[src/design/sgts_pkg.sv]
// ----------------------------------------------------------------------------
// sgts_pkg
// Shared types and constants for the staggered-grid trilinear sampler.
// ----------------------------------------------------------------------------
`default_nettype none

package sgts_pkg;

  localparam int GRID_SIZE_DEF = 32;
  // index and address widths sized for the largest grid (128 cells per axis)
  localparam int IDX_W  = 8;
  localparam int ADDR_W = 22;
  localparam int FRAC_W = 16;
  localparam int VAL_W  = 16;

  localparam logic OP_WRITE = 1'b0;
  localparam logic OP_QUERY = 1'b1;

  localparam logic [1:0] COMP_U   = 2'd0;
  localparam logic [1:0] COMP_V   = 2'd1;
  localparam logic [1:0] COMP_W   = 2'd2;
  localparam logic [1:0] COMP_BAD = 2'd3;

  typedef struct packed {
    logic [IDX_W-1:0]  idx0;
    logic [IDX_W-1:0]  idx1;
    logic [FRAC_W-1:0] frac;
  } sgts_axis_t;

  typedef struct packed {
    logic                    is_query;
    logic [1:0]              comp;
    logic [ADDR_W-1:0]       wr_addr;
    logic signed [VAL_W-1:0] val;
    sgts_axis_t [2:0][2:0]   ax;     // [component][axis]
  } sgts_cmd_t;

endpackage

`default_nettype wire

[src/design/sgts_queue.sv]
// ----------------------------------------------------------------------------
// sgts_queue
// Short request queue between the front and back parts.
// ----------------------------------------------------------------------------
`default_nettype none

module sgts_queue #(
  parameter int DEPTH = 2
) (
  input  wire logic                clk,
  input  wire logic                rst_n,
  input  wire logic                push,
  input  wire sgts_pkg::sgts_cmd_t push_data,
  output logic                     full,
  input  wire logic                pop,
  output logic                     empty,
  output sgts_pkg::sgts_cmd_t      pop_data
);

  localparam int PW = (DEPTH > 1) ? $clog2(DEPTH) : 1;
  localparam int CNW = $clog2(DEPTH + 1);

  sgts_pkg::sgts_cmd_t slot_r [DEPTH];
  logic [PW-1:0]  wptr_r, rptr_r;
  logic [CNW-1:0] count_r;
  logic           do_push, do_pop;

  assign full     = (count_r == CNW'(DEPTH));
  assign empty    = (count_r == '0);
  assign do_push  = push && !full;
  assign do_pop   = pop && !empty;
  assign pop_data = slot_r[rptr_r];

  always_ff @(posedge clk) begin
    if (!rst_n) begin
      wptr_r  <= '0;
      rptr_r  <= '0;
      count_r <= '0;
    end else begin
      if (do_push) begin
        wptr_r <= (wptr_r == PW'(DEPTH - 1)) ? '0 : wptr_r + PW'(1);
      end
      if (do_pop) begin
        rptr_r <= (rptr_r == PW'(DEPTH - 1)) ? '0 : rptr_r + PW'(1);
      end
      count_r <= count_r + CNW'(do_push) - CNW'(do_pop);
    end
    if (do_push) begin
      slot_r[wptr_r] <= push_data;
    end
  end

endmodule

`default_nettype wire

[config.mk]
export PLATFORM = sky130hd
export DESIGN_NAME = sgts_queue
export DESIGN_NICKNAME = d
export VERILOG_FILES = /design/src/design/sgts_pkg.sv /design/src/design/sgts_queue.sv
export SDC_FILE = /design/constraint.sdc
export NUM_CORES = 1
export LEC_CHECK = 0
export BUFFER_PORTS_ARGS = -buffer_cell sky130_fd_sc_hd__buf_4
export CAP_MARGIN = 20
export CORE_AREA = 2 2 258 260
export CTS_CLUSTER_DIAMETER = 150
export DETAILED_ROUTE_END_ITERATION = 6
export DIE_AREA = 0 0 260 262
export PLACE_DENSITY = 0.62
export SLEW_MARGIN = 40
export SYNTH_ARGS = -nofsm -noshare
export SYNTH_HDL_FRONTEND = slang
export SYNTH_SLANG_ARGS = --single-unit
[constraint.sdc]
create_clock -name clk -period 20.4 [get_ports clk]
set_input_delay 0 -clock clk [delete_from_list [all_inputs] [get_ports clk]]
set_output_delay 0 -clock clk [all_outputs]
set_load 0.01 [all_outputs]
Word level (Yosys, flattened, before mapping)
Memories as Yosys holds them, arrays and structs flattened. A register that Yosys moved wholly into a read port is not among the register bits.
Index checks and enable logic that the tools add are counted.
- $add $sub $neg: 4
- equality and inequality tests: 1
- multiplexer cells: 6
- reductions and logical operators: 5
- operators with widths (cell ; count):
    $mux W1 ; 6
    $add A1 B1 Y1 const B ; 2
    $add A2 B1 Y2 ; 1
    $eq A2 B2 Y1 const B ; 1
    $logic_and A1 B1 Y1 ; 2
    $logic_not A1 Y1 ; 2
    $logic_not A2 Y1 ; 1
    $sub A2 B1 Y2 ; 1
- register bits after elaboration: 4
- bits in writable memories: 658
- output and inout port bits: 331
- memories kept: 1
- memory list (memory ; depth ; width ; rd ports ; clocked after Yosys merged registers in ; wr ports ; line ; text):
    slot_r ; 2 ; 329 ; 1 ; 1 ; 1 ; sgts_queue.sv:23 ; sgts_pkg::sgts_cmd_t slot_r [DEPTH];

Logic depth before layout (Yosys ltp)
- depth in word-level cells: 5
- mapped depth: 8
- mapped depth without buffers: 8

Least setup slack after synthesis
OpenSTA, ideal clock, no wires.
- path kind: reg2reg
- start: reg count_r[0]
- end: mem slot_r[0][0] (netlist name) (enable)
- data arrival time: 14.208 ns
- required time: 19.374 ns
- path slack: 5.166 ns
- stages on the path, launching flop included: 4
- period minus slack after synthesis: 15.234 ns
- cells stage by stage: dfxtp_1 nand2b_1 nand2_1 nor2_1
- cells in the longest elaborated chain, start to end: 5
- ends and longest elaborated chain (element ; line ; text):
    start: declaration ; sgts_queue.sv:25 ; logic [CNW-1:0] count_r;
    start signal: assignment ; sgts_queue.sv:46 ; count_r <= count_r + CNW'(do_push) - CNW'(do_pop);
    $eq A2 B2 Y1 ; sgts_queue.sv:28 ; assign full = (count_r == CNW'(DEPTH));
    $logic_not A1 Y1 ; sgts_queue.sv:30 ; assign do_push = push && !full;
    $logic_and A1 B1 Y1 ; sgts_queue.sv:30 ;
    $mux W1 ; sgts_queue.sv:48 ; if (do_push) begin
    $mux W1 (not written as such) ; sgts_queue.sv:49 ; slot_r[wptr_r] <= push_data;
    end: declaration ; sgts_queue.sv:23 ;
Every way passes these cells.

Final worst setup path
- start: reg count_r[0]
- end: mem slot_r[0][125] (netlist name) (enable)
Same word-level chain as after synthesis.

==> flow_metrics.py <==
metrics = {
    "place": {
        "port_buffers": 663,
        "dp_hpwl_um": 39600,
        "place_area_sq_mm": 0.0312,
        "pre_cts_ws_ns": 16.57,
        "gp_congestion": 0.788,
    },
    "clocking": {
        "clk_pin_slew_worst_paths_ns": 0.06,
        "clk_path_buf_depth": 3,
        "cts_sinks": 663,
        "cts_tree": "done",
        "numCtsBuffers": 72,
        "cts_hold_buffers": 332,
        "postCtsSetupRepairBufs": 0,
        "insertion_delay_ns": 0.61,
        "cts-root-buf": "clkbuf_16",
        "cts_max_level": 3,
        "cts.repair.resized": 0,
    },
    "routing": {
        "firstDrtPassIters": 4,
        "drtAntennaViolNets": 0,
        "vias_per_cell": 4.53,
        "drc": 0,
        "num_vias": 13700,
        "wl_per_cell_um": 19.7,
        "wl_um": 59500,
        "drtIter0Drc": 697,
    },
    "floorplanning": {
        "num_io_pins": 664,
        "core-area_sq_mm": 0.0653,
        "rows": 94,
        "initial_core_util_pct": 39.1,
        "dieHeight_um": 262,
        "die_area_sq_mm": 0.0681,
        "dieWidth_um": 260,
    },
    "synthesis": {
        "netlist_area_sq_mm": 0.0255,
        "synthTopCellsByArea": "edfxtp_1 (77%), mux2_4 (18%), buf_12 (2.6%)",
        "ys_seq_area_share_pct": 77.8,
        "syn_area_per_cell_sq_um": 24.3,
        "async_flop_share_pct": 0,
        "synth_warnings": 0,
        "synthTopCellsByCount": "edfxtp_1 (658), mux2_4 (303), buf_12 (33), mux2_2 (26)",
        "synth_most_common_cell": "edfxtp_1",
        "synth_edf_count": 658,
        "synth.largest_area_cell": "edfxtp_1",
        "postSynthRegisterBits": 663,
        "synth_cell_type_count": 20,
        "netlist.area_leader.share_pct": 77.4,
        "synth_fp_nets": 1386,
        "synthFlopType": "edfxtp_1",
        "netlist_instances": 1051,
    },
    "timing": {
        "period_share_pct": 17.6,
        "setup_violations": 0,
        "slew_headroom_pct": 48.2,
        "clock.fmax_ghz": 0.278,
        "tns_ns": 0,
        "timing.final.ws_setup_ns": 16.80,
        "period_minus_slack_ns": 3.60,
        "skew_ns": 0.0314,
        "slew_viol_final": 0,
        "rsz0062_at_grt": "false",
        "hold_viol_final": 0,
        "worstMarginPinSlew_ns": 0.776,
    },
    "worst_hold_path": {
        "holdCritStartpoint": "push_data[255]",
        "worst_hold_path_type": "in -> reg",
        "holdPathEnd": "slot_r[0][255]$_DFFE_PP_",
        "hold_depth": 2,
    },
    "critical_path": {
        "reg2reg_setup_slack_ns": 16.80,
        "worstReg2RegEnd": "slot_r[0][125]$_DFFE_PP_",
        "arrival_ns": 3.82,
        "startpoint_type": "flop",
        "setup.worst_path.end_class": "flop",
        "cp.required_ns": 20.63,
        "crit_top_cell": "buf_6",
        "cp_max_fo": 73,
        "crit_type": "reg -> reg",
        "r2r-start": "count_r[0]$_SDFF_PN0_",
        "reg2reg_depth": 7,
        "crit_path_cell_trace": "nand2b_1 > nand2_1 > nor2_4 > buf_8 > buf_4 > buf_6 > buf_6",
        "crit_slowest_cell": "buf_6",
        "worst_path_largest_cell_delay_ns": 0.65,
    },
    "global_route": {
        "grt_pass1_vias": 14800,
        "antenna_found_initial": 3,
        "grt.total_usage_pct": 16.7,
        "grt_start_max_net_pins": 76,
        "grt_overflow_total": 0,
        "grt_pass1_wl_um": 85700,
    },
    "outcome": {
        "status": "complete, no violations",
    },
    "layout": {
        "drive_gt1_share_pct": 51.7,
        "fillers": 4910,
        "fin_area_sq_mm": 0.0368,
        "register_area_sq_mm": 0.0199,
        "final_nets": 2436,
        "areaGrowthSynthToFinish_pct": 44.2,
        "multiInputGateArea_sq_mm": 0.00498,
    },
    "power": {
        "powerDensity_mw_per_mm2": 122,
        "ir_drop_v": 0.0000793,
        "leakagePower_nw": 14.4,
    },
    "flow_run": {
        "drv_cap": 0,
    },
}
==> through the flow <==
stage | util [%] | power, mW | cells | hold WS (ns)
5_1_grt | 56.4 | 4.68 | 3018 | 0.0852
6_report | 56.4 | 4.49 | 3021 | 0.119
3_3_place_gp | 47.5 | 3.20 | 2553 | 0.185
4_1_cts | 56.4 | 4.55 | 3017 | 0.0604
2_1_floorplan | - | 2.80 | 1051 | 0.0989
3_5_place_dp | 47.8 | 3.22 | 2559 | 0.188
==> worst max-delay path, delay by kind of cell (launching register included) <==
family / cells / cell delay, ns
AND/OR/NAND/NOR: 3 / 0.69
flip-flops: 1 / 0.38
buffers and inverters: 4 / 2.00
==> layer usage <==
metal | part of all wire [%] | GRT usage [%] | vias to the layer above
met1 | 36 | 18.0 | 6800
met3 | 7.8 | 5.55 | 107
met2 | 53 | 29.9 | 454
met4 | 3.1 | 6.93 | 2
li1 | - | - | 6311
met5 | 0.022 | 0 | -
==> layout make-up <==
cell class                      instances  area share, %
Antenna cell                            4         0.0272
Clock buffer                           87           5.16
Clock inverter                         39           1.11
Inverter                                3         0.0306
Multi-Input combinational cell        348           13.5
Sequential cell                       663           53.9
Tap cell                              864           2.94
Timing Repair Buffer                 1013           23.3
==> power by group <==
| part | internal [mW] | leakage (nW) | switching (mW) |
|---|---|---|---|
| sequential | 1.76 | 6.19 | 0.0616 |
| combinational | 0.765 | 7.05 | 0.642 |
| clock | 0.744 | 1.13 | 0.518 |
| total | 3.27 | 14.4 | 1.22 |
==> flip-flops by register name, summed over array words and instances, names as in the netlist, named ones only <==
name and flops:
slot_r 658, count_r 2, rptr_r 1, wptr_r 1
==> worst max-delay path by stage <==
stage / depth (start not counted) / start / slack [ns] / to
2_1_floorplan: 3 / count_r[0]$_SDFF_PN0_ / 5.17 / slot_r[0][0]$_DFFE_PP_
3_3_place_gp: 6 / count_r[0]$_SDFF_PN0_ / 15.99 / slot_r[0][179]$_DFFE_PP_
3_5_place_dp: 7 / count_r[0]$_SDFF_PN0_ / 16.57 / slot_r[0][117]$_DFFE_PP_
4_1_cts: 7 / count_r[0]$_SDFF_PN0_ / 16.54 / slot_r[0][203]$_DFFE_PP_
5_1_grt: 7 / count_r[0]$_SDFF_PN0_ / 16.56 / slot_r[0][157]$_DFFE_PP_
6_report: 7 / count_r[0]$_SDFF_PN0_ / 16.80 / slot_r[0][125]$_DFFE_PP_
==> kinds of logic after synthesis <==
| kind of cell | synth area share [%] |
|---|---|
| compound gates | 0.0294 |
| mux | 19.0 |
| flops | 77.8 |
| xor+xnor | 0.0686 |
| simple gates | 0.245 |
| fa+ha+maj | 0.0980 |
| buf+inv | 2.80 |
==> placed cells by master, fill, tap and decap left out, drive strengths merged, types with 2 or more instances in the layout <==
| master | count |
|---|---|
| inv | 5 |
| edfxtp | 658 |
| clkinvlp | 2 |
| diode | 4 |
| nand2b | 2 |
| dfxtp | 5 |
| and2 | 2 |
| bufinv | 6 |
| ha | 2 |
| clkbuf | 87 |
| clkinv | 29 |
| nor2 | 5 |
| mux2 | 329 |
| dlygate4sd3 | 332 |
| buf | 681 |
| nand2 | 2 |
Power figures use the tool's default switching activity.
